--- src/rtl/sasrs_pkg.sv ---
`default_nettype none
package sasrs_pkg;

  localparam int ANGLE_BITS  = 14;
  localparam int QUEUE_DEPTH = 2;
  localparam int CFG_ADDR_W  = 4;
  localparam int CFG_DATA_W  = 32;

  localparam logic [15:0] READ_BIT   = 16'h4000;
  localparam logic [15:0] PARITY_BIT = 16'h8000;
  localparam logic [ANGLE_BITS-1:0] ADDR_ANGLE = 14'h3FFF;
  localparam logic [ANGLE_BITS-1:0] ADDR_DIAG  = 14'h3FFC;
  localparam logic [ANGLE_BITS-1:0] ADDR_ERROR = 14'h0001;
  localparam logic [ANGLE_BITS-1:0] FIELD_MASK = 14'h0F00;
  localparam logic [ANGLE_BITS-1:0] FIELD_GOOD = 14'h0100;
  localparam int FLAG_POS = 14;

  typedef enum logic [1:0] {
    OP_TICK    = 2'd0,
    OP_FRAME   = 2'd1,
    OP_FAULT   = 2'd2,
    OP_RECOVER = 2'd3
  } op_t;

  typedef enum logic [1:0] {
    PH_IDLE     = 2'd0,
    PH_REQUEST  = 2'd1,
    PH_RESPONSE = 2'd2,
    PH_FAILED   = 2'd3
  } phase_t;

  typedef enum logic [1:0] {
    SEL_ANGLE = 2'd0,
    SEL_DIAG  = 2'd1,
    SEL_ERROR = 2'd2
  } sel_t;

  typedef enum logic [3:0] {
    ST_IGNORED   = 4'd0,
    ST_CMD       = 4'd1,
    ST_NOP       = 4'd2,
    ST_ANGLE     = 4'd3,
    ST_DIAG_OK   = 4'd4,
    ST_DIAG_BAD  = 4'd5,
    ST_ERRREG    = 4'd6,
    ST_PARITY    = 4'd7,
    ST_FLAG      = 4'd8,
    ST_BUSY      = 4'd9,
    ST_TIMEOUT   = 4'd10,
    ST_FAULT     = 4'd11,
    ST_RECOVERED = 4'd12,
    ST_BUSY_WAIT = 4'd13
  } status_t;

  typedef enum logic [1:0] {
    CFG_DIAG_PERIOD = 2'd0,
    CFG_TIMEOUT     = 2'd1,
    CFG_POLE_PAIRS  = 2'd2
  } cfg_idx_t;

  typedef struct packed {
    logic [15:0] diag_period_ms;
    logic [31:0] timeout_cycles;
    logic [6:0]  pole_pairs;
  } cfg_t;

  // classified request handed from front to back
  typedef struct packed {
    op_t                   op;
    logic                  rx_odd;
    logic                  rx_flag;
    logic [ANGLE_BITS-1:0] rx_data;
    logic [31:0]           now_ms;
    logic [31:0]           now_cycles;
  } req_t;

  typedef struct packed {
    logic full;
    logic empty;
  } q_status_t;

  typedef struct packed {
    logic                  tx_send;
    logic [15:0]           tx_word;
    status_t               status;
    logic [ANGLE_BITS-1:0] sample_raw;
    logic [ANGLE_BITS-1:0] electrical_angle;
    logic                  sample_valid;
    logic [31:0]           sequence_res;
    logic [ANGLE_BITS-1:0] diag_value;
    logic [ANGLE_BITS-1:0] errreg_value;
  } res_t;

  function automatic logic odd16(input logic [15:0] w);
    return ^w;
  endfunction

endpackage
`default_nettype wire

--- src/rtl/sasrs_front.sv ---
`default_nettype none
module sasrs_front (
  input  wire logic               clk,
  input  wire logic               rst,
  input  wire logic               in_valid,
  output logic                    in_stall,
  input  wire logic [1:0]         func,
  input  wire logic [15:0]        rx_word,
  input  wire logic [31:0]        now_ms,
  input  wire logic [31:0]        now_cycles,
  input  wire sasrs_pkg::q_status_t q_stat,
  output logic                    push,
  output sasrs_pkg::req_t         push_data,
  output logic                    front_valid
);

  sasrs_pkg::req_t req;
  logic            accept;

  assign in_stall  = front_valid && q_stat.full;
  assign accept    = in_valid && !in_stall;
  assign push      = front_valid && !q_stat.full;
  assign push_data = req;

  always_ff @(posedge clk) begin
    if (rst) begin
      front_valid <= 1'b0;
    end else if (accept) begin
      front_valid <= 1'b1;
    end else if (push) begin
      front_valid <= 1'b0;
    end
  end

  // decode the event and check the received word up front
  always_ff @(posedge clk) begin
    if (accept) begin
      req.op         <= sasrs_pkg::op_t'(func);
      req.rx_odd     <= sasrs_pkg::odd16(rx_word);
      req.rx_flag    <= rx_word[sasrs_pkg::FLAG_POS];
      req.rx_data    <= rx_word[sasrs_pkg::ANGLE_BITS-1:0];
      req.now_ms     <= now_ms;
      req.now_cycles <= now_cycles;
    end
  end

endmodule
`default_nettype wire

--- src/rtl/sasrs_fifo.sv ---
`default_nettype none
module sasrs_fifo #(
  parameter int DEPTH = sasrs_pkg::QUEUE_DEPTH
) (
  input  wire logic                 clk,
  input  wire logic                 rst,
  input  wire logic                 push,
  input  wire sasrs_pkg::req_t      push_data,
  input  wire logic                 pop,
  output sasrs_pkg::req_t           pop_data,
  output sasrs_pkg::q_status_t      q_stat
);

  localparam int PTR_W = (DEPTH > 1) ? $clog2(DEPTH) : 1;
  localparam int CNT_W = $clog2(DEPTH + 1);

  sasrs_pkg::req_t  mem [DEPTH];
  logic [PTR_W-1:0] wr_ptr;
  logic [PTR_W-1:0] rd_ptr;
  logic [CNT_W-1:0] count;

  assign q_stat.full  = (count == CNT_W'(DEPTH));
  assign q_stat.empty = (count == '0);
  assign pop_data     = mem[rd_ptr];

  always_ff @(posedge clk) begin
    if (push) begin
      mem[wr_ptr] <= push_data;
    end
  end

  always_ff @(posedge clk) begin
    if (rst) begin
      wr_ptr <= '0;
      rd_ptr <= '0;
      count  <= '0;
    end else begin
      if (push) begin
        wr_ptr <= (wr_ptr == PTR_W'(DEPTH - 1)) ? '0 : wr_ptr + 1'b1;
      end
      if (pop) begin
        rd_ptr <= (rd_ptr == PTR_W'(DEPTH - 1)) ? '0 : rd_ptr + 1'b1;
      end
      if (push && !pop) begin
        count <= count + 1'b1;
      end else if (!push && pop) begin
        count <= count - 1'b1;
      end
    end
  end

endmodule
`default_nettype wire

--- src/rtl/sasrs_back.sv ---
`default_nettype none
module sasrs_back (
  input  wire logic                 clk,
  input  wire logic                 rst,
  input  wire sasrs_pkg::cfg_t      cfg,
  input  wire sasrs_pkg::req_t      req,
  input  wire sasrs_pkg::q_status_t q_stat,
  output logic                      pop,
  output logic                      out_valid,
  input  wire logic                 out_stall,
  output sasrs_pkg::res_t           res
);

  localparam int AB = sasrs_pkg::ANGLE_BITS;

  sasrs_pkg::phase_t phase, phase_next;
  sasrs_pkg::sel_t   reg_selected, reg_selected_next;
  logic              error_read_pending, error_read_pending_next;
  logic              diag_good, diag_good_next;
  logic [31:0]       diag_read_ms, diag_read_ms_next;
  logic [31:0]       start_time, start_time_next;
  logic [AB-1:0]     raw_store, raw_store_next;
  logic [AB-1:0]     elec_store, elec_store_next;
  logic              valid_store, valid_store_next;
  logic [31:0]       seq_count, seq_count_next;
  logic [AB-1:0]     diag_store, diag_store_next;
  logic [AB-1:0]     errflag_store, errflag_store_next;

  logic              send;
  logic [15:0]       word;
  logic [15:0]       cmd;
  sasrs_pkg::status_t status;
  logic [31:0]       age_ms;
  logic [31:0]       age_cycles;
  logic [AB+6:0]     product;

  assign pop = !q_stat.empty && (!out_valid || !out_stall);

  always_ff @(posedge clk) begin
    if (rst) begin
      phase              <= sasrs_pkg::PH_IDLE;
      reg_selected       <= sasrs_pkg::SEL_ANGLE;
      error_read_pending <= 1'b0;
      diag_good          <= 1'b0;
      diag_read_ms       <= '0;
      start_time         <= '0;
      raw_store          <= '0;
      elec_store         <= '0;
      valid_store        <= 1'b0;
      seq_count          <= '0;
      diag_store         <= '0;
      errflag_store      <= '0;
      out_valid          <= 1'b0;
    end else begin
      if (pop) begin
        phase              <= phase_next;
        reg_selected       <= reg_selected_next;
        error_read_pending <= error_read_pending_next;
        diag_good          <= diag_good_next;
        diag_read_ms       <= diag_read_ms_next;
        start_time         <= start_time_next;
        raw_store          <= raw_store_next;
        elec_store         <= elec_store_next;
        valid_store        <= valid_store_next;
        seq_count          <= seq_count_next;
        diag_store         <= diag_store_next;
        errflag_store      <= errflag_store_next;
        out_valid          <= 1'b1;
      end else if (!out_stall) begin
        out_valid <= 1'b0;
      end
    end
  end

  always_ff @(posedge clk) begin
    if (pop) begin
      res.tx_send          <= send;
      res.tx_word          <= word;
      res.status           <= status;
      res.sample_raw       <= raw_store_next;
      res.electrical_angle <= elec_store_next;
      res.sample_valid     <= valid_store_next;
      res.sequence_res     <= seq_count_next;
      res.diag_value       <= diag_store_next;
      res.errreg_value     <= errflag_store_next;
    end
  end

  assign age_ms     = req.now_ms - diag_read_ms;
  assign age_cycles = req.now_cycles - start_time;
  assign product    = {7'b0, req.rx_data} * {{AB{1'b0}}, cfg.pole_pairs};

  always_comb begin
    phase_next              = phase;
    reg_selected_next       = reg_selected;
    error_read_pending_next = error_read_pending;
    diag_good_next          = diag_good;
    diag_read_ms_next       = diag_read_ms;
    start_time_next         = start_time;
    raw_store_next          = raw_store;
    elec_store_next         = elec_store;
    valid_store_next        = valid_store;
    seq_count_next          = seq_count;
    diag_store_next         = diag_store;
    errflag_store_next      = errflag_store;
    send                    = 1'b0;
    word                    = '0;
    cmd                     = '0;
    status                  = sasrs_pkg::ST_IGNORED;

    unique case (req.op)
      sasrs_pkg::OP_TICK: begin
        unique case (phase)
          sasrs_pkg::PH_IDLE: begin
            // pick register: pending error read, bad/stale diagnostic, else angle
            if (error_read_pending) begin
              reg_selected_next       = sasrs_pkg::SEL_ERROR;
              cmd                     = sasrs_pkg::READ_BIT | {2'b0, sasrs_pkg::ADDR_ERROR};
              error_read_pending_next = 1'b0;
            end else if (!diag_good || age_ms >= {16'b0, cfg.diag_period_ms}) begin
              reg_selected_next = sasrs_pkg::SEL_DIAG;
              cmd               = sasrs_pkg::READ_BIT | {2'b0, sasrs_pkg::ADDR_DIAG};
            end else begin
              reg_selected_next = sasrs_pkg::SEL_ANGLE;
              cmd               = sasrs_pkg::READ_BIT | {2'b0, sasrs_pkg::ADDR_ANGLE};
            end
            word            = sasrs_pkg::odd16(cmd) ? (cmd | sasrs_pkg::PARITY_BIT) : cmd;
            send            = 1'b1;
            start_time_next = req.now_cycles;
            phase_next      = sasrs_pkg::PH_REQUEST;
            status          = sasrs_pkg::ST_CMD;
          end
          sasrs_pkg::PH_FAILED: begin
            status = sasrs_pkg::ST_BUSY_WAIT;
          end
          default: begin
            if (age_cycles > cfg.timeout_cycles) begin
              valid_store_next = 1'b0;
              diag_good_next   = 1'b0;
              phase_next       = sasrs_pkg::PH_FAILED;
              status           = sasrs_pkg::ST_TIMEOUT;
            end else begin
              status = sasrs_pkg::ST_BUSY;
            end
          end
        endcase
      end
      sasrs_pkg::OP_FRAME: begin
        unique case (phase)
          sasrs_pkg::PH_REQUEST: begin
            phase_next = sasrs_pkg::PH_RESPONSE;
            send       = 1'b1;
            status     = sasrs_pkg::ST_NOP;
          end
          sasrs_pkg::PH_RESPONSE: begin
            if (req.rx_odd) begin
              valid_store_next = 1'b0;
              diag_good_next   = 1'b0;
              status           = sasrs_pkg::ST_PARITY;
            end else if (reg_selected == sasrs_pkg::SEL_ERROR) begin
              errflag_store_next = req.rx_data;
              diag_good_next     = 1'b0;
              status             = sasrs_pkg::ST_ERRREG;
            end else if (req.rx_flag) begin
              valid_store_next        = 1'b0;
              diag_good_next          = 1'b0;
              error_read_pending_next = 1'b1;
              status                  = sasrs_pkg::ST_FLAG;
            end else if (reg_selected == sasrs_pkg::SEL_DIAG) begin
              diag_store_next   = req.rx_data;
              diag_read_ms_next = req.now_ms;
              if ((req.rx_data & sasrs_pkg::FIELD_MASK) == sasrs_pkg::FIELD_GOOD) begin
                diag_good_next = 1'b1;
                status         = sasrs_pkg::ST_DIAG_OK;
              end else begin
                diag_good_next   = 1'b0;
                valid_store_next = 1'b0;
                status           = sasrs_pkg::ST_DIAG_BAD;
              end
            end else begin
              raw_store_next   = req.rx_data;
              elec_store_next  = product[AB-1:0];
              valid_store_next = diag_good;
              seq_count_next   = seq_count + 32'd1;
              status           = sasrs_pkg::ST_ANGLE;
            end
            phase_next = sasrs_pkg::PH_IDLE;
          end
          default: begin
            status = sasrs_pkg::ST_IGNORED;
          end
        endcase
      end
      sasrs_pkg::OP_FAULT: begin
        valid_store_next = 1'b0;
        diag_good_next   = 1'b0;
        phase_next       = sasrs_pkg::PH_FAILED;
        status           = sasrs_pkg::ST_FAULT;
      end
      default: begin
        if (phase == sasrs_pkg::PH_FAILED) begin
          phase_next = sasrs_pkg::PH_IDLE;
          status     = sasrs_pkg::ST_RECOVERED;
        end
      end
    endcase
  end

endmodule
`default_nettype wire

--- src/rtl/spi_angle_sensor_read_sequencer.sv ---
// Read sequencer for a two-frame SPI angle sensor.
// Input channel (in_valid/in_stall) carries one event per request: func
// selects sample tick, frame complete, link fault or recover; rx_word,
// now_ms and now_cycles go with it. Every request yields exactly one result
// on the output channel (out_valid/out_stall): the frame to start, if any
// (tx_send/tx_word), a status code and the published sample, diagnostic
// and error register copies.
// With no stall, an accepted request passes from the front register through
// the queue to the result register, where out_valid rises. One request per
// cycle is taken while out_stall stays low: the front stage decodes the
// event and checks rx parity, a short queue decouples it from the back
// stage, whose state update and output register set the rate.
// When the receiver stalls, the result is held; the queue and the front
// register take up to three more requests before in_stall rises.
// Reset puts the sequencer idle with the angle register selected, clears
// all stored values and loads the registers: diag_period_ms 100,
// timeout_cycles 34000, pole_pairs 7. The user writes them over the APB
// port at bytes 0, 4 and 8 only while the block is idle; it is not enforced.
`default_nettype none
module spi_angle_sensor_read_sequencer #(
  parameter int QUEUE_DEPTH = sasrs_pkg::QUEUE_DEPTH
) (
  input  wire logic                            clk,
  input  wire logic                            rst,
  input  wire logic                            in_valid,
  output logic                                 in_stall,
  input  wire logic [1:0]                      func,
  input  wire logic [15:0]                     rx_word,
  input  wire logic [31:0]                     now_ms,
  input  wire logic [31:0]                     now_cycles,
  output logic                                 out_valid,
  input  wire logic                            out_stall,
  output logic                                 tx_send,
  output logic [15:0]                          tx_word,
  output logic [3:0]                           status,
  output logic [sasrs_pkg::ANGLE_BITS-1:0]     sample_raw,
  output logic [sasrs_pkg::ANGLE_BITS-1:0]     electrical_angle,
  output logic                                 sample_valid,
  output logic [31:0]                          sequence_res,
  output logic [sasrs_pkg::ANGLE_BITS-1:0]     diag_value,
  output logic [sasrs_pkg::ANGLE_BITS-1:0]     errreg_value,
  input  wire logic                            psel,
  input  wire logic                            penable,
  input  wire logic                            pwrite,
  input  wire logic [sasrs_pkg::CFG_ADDR_W-1:0] paddr,
  input  wire logic [sasrs_pkg::CFG_DATA_W-1:0] pwdata,
  output logic [sasrs_pkg::CFG_DATA_W-1:0]     prdata,
  output logic                                 pready
);

  sasrs_pkg::cfg_t      cfg;
  sasrs_pkg::cfg_idx_t  cfg_idx;
  sasrs_pkg::q_status_t q_stat;
  sasrs_pkg::req_t      push_data;
  sasrs_pkg::req_t      pop_data;
  sasrs_pkg::res_t      res;
  logic                 push;
  logic                 pop;
  logic                 front_valid;
  logic                 cfg_write;

  assign pready    = 1'b1;
  assign cfg_idx   = sasrs_pkg::cfg_idx_t'(paddr[3:2]);
  assign cfg_write = psel && penable && pwrite && pready;

  always_ff @(posedge clk) begin
    if (rst) begin
      cfg.diag_period_ms <= 16'd100;
      cfg.timeout_cycles <= 32'd34000;
      cfg.pole_pairs     <= 7'd7;
    end else if (cfg_write) begin
      unique case (cfg_idx)
        sasrs_pkg::CFG_DIAG_PERIOD: cfg.diag_period_ms <= pwdata[15:0];
        sasrs_pkg::CFG_TIMEOUT:     cfg.timeout_cycles <= pwdata[31:0];
        sasrs_pkg::CFG_POLE_PAIRS:  cfg.pole_pairs     <= pwdata[6:0];
        default: ;
      endcase
    end
  end

  always_comb begin
    unique case (cfg_idx)
      sasrs_pkg::CFG_DIAG_PERIOD: prdata = {16'b0, cfg.diag_period_ms};
      sasrs_pkg::CFG_TIMEOUT:     prdata = cfg.timeout_cycles;
      sasrs_pkg::CFG_POLE_PAIRS:  prdata = {25'b0, cfg.pole_pairs};
      default:                    prdata = '0;
    endcase
  end

  sasrs_front u_front (
    .clk         (clk),
    .rst         (rst),
    .in_valid    (in_valid),
    .in_stall    (in_stall),
    .func        (func),
    .rx_word     (rx_word),
    .now_ms      (now_ms),
    .now_cycles  (now_cycles),
    .q_stat      (q_stat),
    .push        (push),
    .push_data   (push_data),
    .front_valid (front_valid)
  );

  sasrs_fifo #(
    .DEPTH (QUEUE_DEPTH)
  ) u_fifo (
    .clk       (clk),
    .rst       (rst),
    .push      (push),
    .push_data (push_data),
    .pop       (pop),
    .pop_data  (pop_data),
    .q_stat    (q_stat)
  );

  sasrs_back u_back (
    .clk       (clk),
    .rst       (rst),
    .cfg       (cfg),
    .req       (pop_data),
    .q_stat    (q_stat),
    .pop       (pop),
    .out_valid (out_valid),
    .out_stall (out_stall),
    .res       (res)
  );

  assign tx_send          = res.tx_send;
  assign tx_word          = res.tx_word;
  assign status           = res.status;
  assign sample_raw       = res.sample_raw;
  assign electrical_angle = res.electrical_angle;
  assign sample_valid     = res.sample_valid;
  assign sequence_res     = res.sequence_res;
  assign diag_value       = res.diag_value;
  assign errreg_value     = res.errreg_value;

  a_fault_clears_valid: assert property (@(posedge clk) disable iff (rst)
    (out_valid && status == sasrs_pkg::ST_FAULT) |-> !sample_valid)
    else $error("sample still valid after link fault");

  a_nop_word_zero: assert property (@(posedge clk) disable iff (rst)
    (out_valid && !tx_send) |-> (tx_word == 16'd0))
    else $error("nonzero tx_word without a frame to send");

  a_front_holds: assert property (@(posedge clk) disable iff (rst)
    (front_valid && q_stat.full) |=> front_valid)
    else $error("front request dropped while queue full");

  a_cmd_sends: assert property (@(posedge clk) disable iff (rst)
    (out_valid && status == sasrs_pkg::ST_CMD) |-> (tx_send && tx_word[14]))
    else $error("command result without a read frame");

endmodule
`default_nettype wire
--- config.mk ---
export PLATFORM = sky130hd
export DESIGN_NAME = spi_angle_sensor_read_sequencer
export DESIGN_NICKNAME = d
export VERILOG_FILES = /design/src/rtl/sasrs_pkg.sv /design/src/rtl/sasrs_front.sv /design/src/rtl/sasrs_fifo.sv /design/src/rtl/sasrs_back.sv /design/src/rtl/spi_angle_sensor_read_sequencer.sv
export SDC_FILE = /design/constraint.sdc
export NUM_CORES = 1
export LEC_CHECK = 0
export BUFFER_PORTS_ARGS = -buffer_cell sky130_fd_sc_hd__buf_2
export CELL_PAD_IN_SITES_DETAIL_PLACEMENT = 0
export CELL_PAD_IN_SITES_GLOBAL_PLACEMENT = 1
export CORE_MARGIN = 4
export CORE_UTILIZATION = 47
export CTS_CLUSTER_SIZE = 40
export DETAILED_ROUTE_END_ITERATION = 8
export PLACE_DENSITY_LB_ADDON = 0.1
export SLEW_MARGIN = 5
export SYNTH_ARGS = -nofsm -noshare
export SYNTH_HDL_FRONTEND = slang
export SYNTH_SLANG_ARGS = --single-unit
--- constraint.sdc ---
create_clock -name clk -period 9 [get_ports clk]
set_clock_uncertainty 0.15 [all_clocks]
set_input_delay 0.45 -clock clk [delete_from_list [all_inputs] [get_ports clk]]
set_output_delay 0.45 -clock clk [all_outputs]
set_load 0.05 [all_outputs]
== Word level (Yosys, flattened, before mapping) ==
Memory sizes are Yosys's and may differ from the RTL's. A register that Yosys moved wholly into a read port is not among the register bits.
Cells that the tools add are included.

* Register bits after elaboration: 412
* Memory bits (writable): 164
* Bits of input ports: 125
* Output and inout port bits: 145
* Word-level logic and storage cells: 201
* Memories: 1

{| class="wikitable"
|+ Memories
! memory !! words !! bits a word !! read ports !! clocked after memory_dff !! write ports !! line !! source
|-
| u_fifo.mem || 2 || 82 || 1 || 1 || 1 || sasrs_fifo.sv:17 || <nowiki>sasrs_pkg::req_t mem [DEPTH];</nowiki>
|}

* Add/subtract/negate cells: 7
* Multiply operators: 1
* $lt $le $gt $ge: 2
* Equal/unequal tests: 23
* Mux-type cells: 90
* Bitwise operators: 3
* Reductions and logical operators: 39

{| class="wikitable"
|+ Operators by type and width
! operator !! count
|-
| $mux 14 || 22
|-
| $mux 32 || 6
|-
| $pmux 32 s3 || 1
|-
| $mux 16 || 4
|-
| $sub 32x32->32 || 2
|-
| $mux 1 || 35
|-
| $add 32x1->32 const B || 1
|-
| $ge 32x16->1 || 1
|-
| $gt 32x32->1 || 1
|-
| $reduce_xor 16->1 || 2
|-
| $mux 4 || 4
|-
| $pmux 4 s2 || 2
|-
| $mul 14x7->14 || 1
|-
| $mux 2 || 7
|-
| $ne 2x2->1 const B || 7
|-
| $reduce_and 7->1 || 2
|-
| $eq 2x2->1 const B || 6
|-
| $pmux 4 s3 || 1
|-
| $eq 2x1->1 const B || 4
|-
| $logic_and 1x1->1 || 8
|-
| $logic_not 1->1 || 8
|-
| $logic_not 2->1 || 4
|-
| $pmux 2 s2 || 2
|-
| $reduce_and 2->1 || 4
|-
| 21 further kinds || 30
|}

== Depth between registers and ports, before layout ==
* Depth after elaboration: 9
* Gate-level depth with buffers: 27
* Gate-level depth less buffers: 23

== Cells and area by module ==
From an unflattened synthesis, not the netlist that was laid out.

* Cells, all modules: 2747
* Area, all modules: 29009.1 µm²

{| class="wikitable"
|+ By module, submodules not included
! module !! instances !! cells each !! area each (µm²) !! sequential area each (µm²)
|-
| sasrs_back || 1 || 2075 || 17476.8 || 6175.9
|-
| sasrs_fifo || 1 || 277 || 6153.4 || 5024.8
|-
| spi_angle_sensor_read_sequencer || 1 || 292 || 2738.9 || 1101.1
|-
| sasrs_front || 1 || 103 || 2640.0 || 2482.4
|}

== Worst setup path after synthesis ==
No wires, ideal clock.

* Kind: reg-to-reg
* Start: register (tool-made name)
* End: register u_back.valid_store
* Setup time: 117 ps
* Arrival time: 6157 ps
* Data required time: 8733 ps
* Slack: 2576 ps
* Stages on the path, launching flop included: 27
* Path buffers: 4
* Period minus slack after synthesis: 6424 ps
* Cell sequence: dfxtp_1 buf_6 buf_2 buf_1 buf_1 mux2i_1 ha_1 inv_1 fa_1 a211o_1 a21boi_0 o21ai_0 and3_1 o2111ai_1 a31oi_1 o41ai_1 o21ai_0 xor2_1 ha_1 nand2_1 or3_1 nor4_1 o21ai_0 o2111ai_1 o211ai_1 a211o_1 a32o_1

{| class="wikitable"
|+ RTL lines
! element !! line !! source
|-
| end signal: assignment || sasrs_back.sv:64 || <nowiki>valid_store <= valid_store_next;</nowiki>
|-
| end: declaration || sasrs_back.sv:24 || <nowiki>logic valid_store, valid_store_next;</nowiki>
|}

==> impl_results.md <==
* Status: finished, final reports clean
* Slew Limit Fails at 0
* # fillers at 5134
* Unrepaired setup endpoints after global routing: false
* Critical-path maximum fanout at 54
* Max Buffers Root-to-Sink at 3
* Fin Setup TNS at 0 ps
* Crit start category: register
* Placed cell count at 3689
* Synthesized instance count at 2742
* Arrival @ worst endpoint at 7510 ps
* Syn Std Cell Area at 28440 µm²
* Hold/Removal Path Class: in -> reg
* Count of final setup violators at 0
* Critical path capture point type: register
* DRC viols at 0
* GRT Overall Usage at 21.76%
* Post-CTS Setup Repair Bufs at 0
* Syn avg cell area at 10.37 µm²
* Power after layout at 9.898 mW
* Num CTS Buffers at 59
* Vias/cell at 5.321
* Final Hold Viols at 0
* Mean routed wirelength per cell at 18.08 µm
* Number of synthesis warnings at 0
* TritonRoute pass-1 iters at 6
* Total Die Area at 64520 µm²
* Period minus WS final at 7135 ps
* Hold Slack at 69.32 ps
* Post-synth ARST share at 0%
* Clock slew at the register clock pins of the worst setup and hold paths at 60 ps
* Yosys top cell area share at 36.42%
* Crit path kind: reg -> reg
* Max cap viols at 0
* Initial core utilization at 47.83%
* Worst path cell trace: mux2i_1 -> ha_1 -> inv_1 -> fa_1 -> a211o_1 -> a21boi_0 -> o21ai_0 -> and3_1 -> o2111ai_1 -> a31oi_1 -> o41ai_1 -> o21ai_0 -> xor2_1 -> ha_1 -> nand2_1 -> or3_1 -> nor4_1 -> o21ai_0 -> o2111ai_1 -> o211ai_1 -> a211o_1 -> a32o_1
* Final period util at 79.27%
* Vias at 20840
* Met2 Resource Use GR at 36.93%
* Clk root buf: clkbuf_16
* PwrDens at 293.4 nW/µm²
* Ports at 270
* Die X at 254 µm
* Die Height at 254 µm
* Syn_nets at 3048
* Crit path max-delay cell type: dfxtp_4
* Post-Route WL at 70810 µm
* Vias in the first global route at 20930
* Fraction of layout cells with a size suffix above 1 at 15.34%
* CTS tree: yes
* First-pass GRT wire length at 112600 µm
* Flops & latches, synth at 566
* Post-route insts no fill at 3916
* Lkg Pwr at 12.74 nW
* Num rows at 89
* DRT iter0 DRCs at 1287
* CP required at 9380 ps
* Crit path largest cell delay at 960 ps
* H-Tree Depth at 2
* GRT busiest layer: met2
* Top delay family on crit path: compound AO/OA/AOI/OAI gates
* Clk sinks at 566
* Final estimated routing congestion in global placement at 0.8686
* Gr ovfl total at 0
* Worst Tran Pin Value at 1236 ps
* Worst path most repeated cell: o21ai_0
* DP HPWL at 48920 µm
* CP bufs+invs at 1
* Synth area leader: edfxtp_1
* Routing usage on met3 at 3.101%
* Peak VDD IR at 168.8 µV
* Netlist cell types at 73
* Routed Antenna Nets at 0
* Port Buffer Count at 266
* Slew headroom at 15.25%
* Final #Nets at 3398
* Post-synth top flop: edfxtp_1
* Core area at 59460 µm²
* Max Clock Freq at 140.2 MHz
* Area grow syn2layout at 18.62%
* Largest net degree at the start of global routing at 90
* Initial antenna violation count at 1
* Clock latency on the worst-skew pair at 640 ps
* Sequential element share of the synthesized area at 51.98%
* M1 GR Usage at 29.56%
* Largest cells by area after synthesis: edfxtp_1 (36%), dfxtp_1 (16%), ha_1 (6.0%)
* Post-synth EDFFs at 345
[Yosys cell counts (6+ instances only)]
| master | number |
|---|---|
| edfxtp_1 | 345 |
| o211ai_1 | 20 |
| nor3_1 | 43 |
| nand2_1 | 410 |
| a211oi_1 | 24 |
| a21boi_0 | 11 |
| mux2i_1 | 77 |
| mux2_2 | 67 |
| nor4_1 | 14 |
| and2_1 | 33 |
| nor2b_1 | 63 |
| o21a_1 | 20 |
| nor2_1 | 183 |
| and3_1 | 15 |
| buf_1 | 6 |
| fa_1 | 44 |
| nand4_1 | 35 |
| a21o_1 | 30 |
| ha_1 | 137 |
| a21oi_1 | 218 |
| nand2b_1 | 23 |
| dfxtp_1 | 221 |
| xor2_1 | 46 |
| xnor2_1 | 84 |
| buf_4 | 13 |
| clkbuf_1 | 98 |
| nand3_1 | 39 |
| or3_1 | 18 |
| inv_1 | 191 |
| o21ai_0 | 115 |
| o21bai_1 | 15 |
[logic make-up after synthesis]
family                   synth area share (%)
AO/OA/AOI/OAI                           10.58
XOR/XNOR                                4.003
adder cells (fa/ha/maj)                 9.124
buffers and inverters                   4.307
flip-flops                              51.98
multiplexers                            5.494
other                                 0.01318
AND/OR/NAND/NOR                         14.50
[repair_timing]
item	4_1_cts	5_1_grt
gates resized for setup	0	0
hold endpoints to repair	138	0
endpoints found under the setup margin	0	0
hold buffers	115	0
[stage by stage]
stage | instance area (µm²) | util (%) | worst slack (ps)
finish | 33740 | 56.74 | 1865
floorplan | 28440 | - | 2576
global route | 33740 | 56.73 | 1357
detailed placement | 30510 | 51.31 | 1881
CTS | 33740 | 56.73 | 1826
global placement | 30510 | 51.31 | 2038
[power by group]
part	switching (mW)	internal, mW	leakage (nW)
combinational	2.64	1.33	6.67
sequential	0.168	3.18	5.06
clock	1.05	1.53	1.01
[area by class of cell]
| type | instances | area, µm² | share of cell area, % |
|---|---|---|---|
| clock inverters | 37 | 470.5 | 1.394 |
| flip-flops and latches | 566 | 14790 | 43.83 |
| inverters | 192 | 725.7 | 2.151 |
| multi-input cells | 1865 | 12490 | 37.02 |
| repair buffers | 408 | 2691 | 7.977 |
| clock buffers | 74 | 1603 | 4.751 |
| well taps | 773 | 967.2 | 2.867 |
| diodes | 1 | 2.502 | 0.007417 |
[final timing paths]
| check | startpoint | to | slack [ps] | cells past startpoint |
|---|---|---|---|---|
| worst max-delay path | register | u_back.valid_store$_SDFFE_PP0P_ | 1870 | 22 |
| worst min-delay path | rst | u_back.seq_count[26]$_SDFFE_PP0P_ | 70 | 2 |
| worst max register to register | register | u_back.valid_store$_SDFFE_PP0P_ | 1870 | 22 |
| worst min register to register | u_front.push_data[41]$_DFFE_PP_ | u_fifo.mem[1][41]$_DFFE_PP_ | 270 | 0 |
[per-layer routing]
layer	wire length, µm	vias up
li1	-	10230
met1	32080	10050
met2	33840	458
met3	3339	93
met4	1560	0
met5	0	-
[sequential cells by signal, indices dropped and copies added, names as in the netlist, named ones only]
register and count:
u_back.seq_count 32, u_back.out_valid 1, u_back.reg_selected 2, u_fifo.rd_ptr 1, u_back.res 99, u_back.elec_store 14, u_back.diag_good 1, u_back.start_time 32
u_back.diag_store 14, u_front.front_valid 1, u_back.error_read_pending 1, u_fifo.mem 164, u_back.raw_store 14, u_fifo.wr_ptr 1, u_back.phase 2, cfg 55
u_fifo.count 2, u_back.errflag_store 14, u_front.push_data 82, u_back.diag_read_ms 32, u_back.valid_store 1
[worst register-to-register path: cells and delay by family (launching register included)]
kind,cells,cell delay [ps]
AOI/OAI and AO/OA,12,3360
buffers and inverters,1,60
adders and majority gates,3,930
xor gates and xnor gates,1,190
DFF,1,960
and+or+nand+nor,4,1060
muxes,1,350
[placed cells by master (no fill, tap or decap), types with 7 or more instances in the layout]
master	n
a211oi_1	24
a21boi_0	11
a21o_1	30
a21oi_1	218
and2_1	33
and3_1	14
buf_2	265
buf_4	27
bufinv_16	9
clkbuf_1	8
clkbuf_16	59
clkbuf_8	7
clkinv_1	8
clkinv_2	11
dfxtp_1	220
dlygate4sd3_1	115
edfxtp_1	345
fa_1	44
ha_1	137
inv_1	191
mux2_2	67
mux2i_1	77
nand2_1	410
nand2b_1	23
nand3_1	39
nand4_1	35
nor2_1	181
nor2b_1	62
nor3_1	41
nor4_1	14
o211ai_1	20
o21a_1	20
o21ai_0	115
o21bai_1	15
or3_1	18
xnor2_1	84
xor2_1	46
Power figures use the tool's default switching activity.
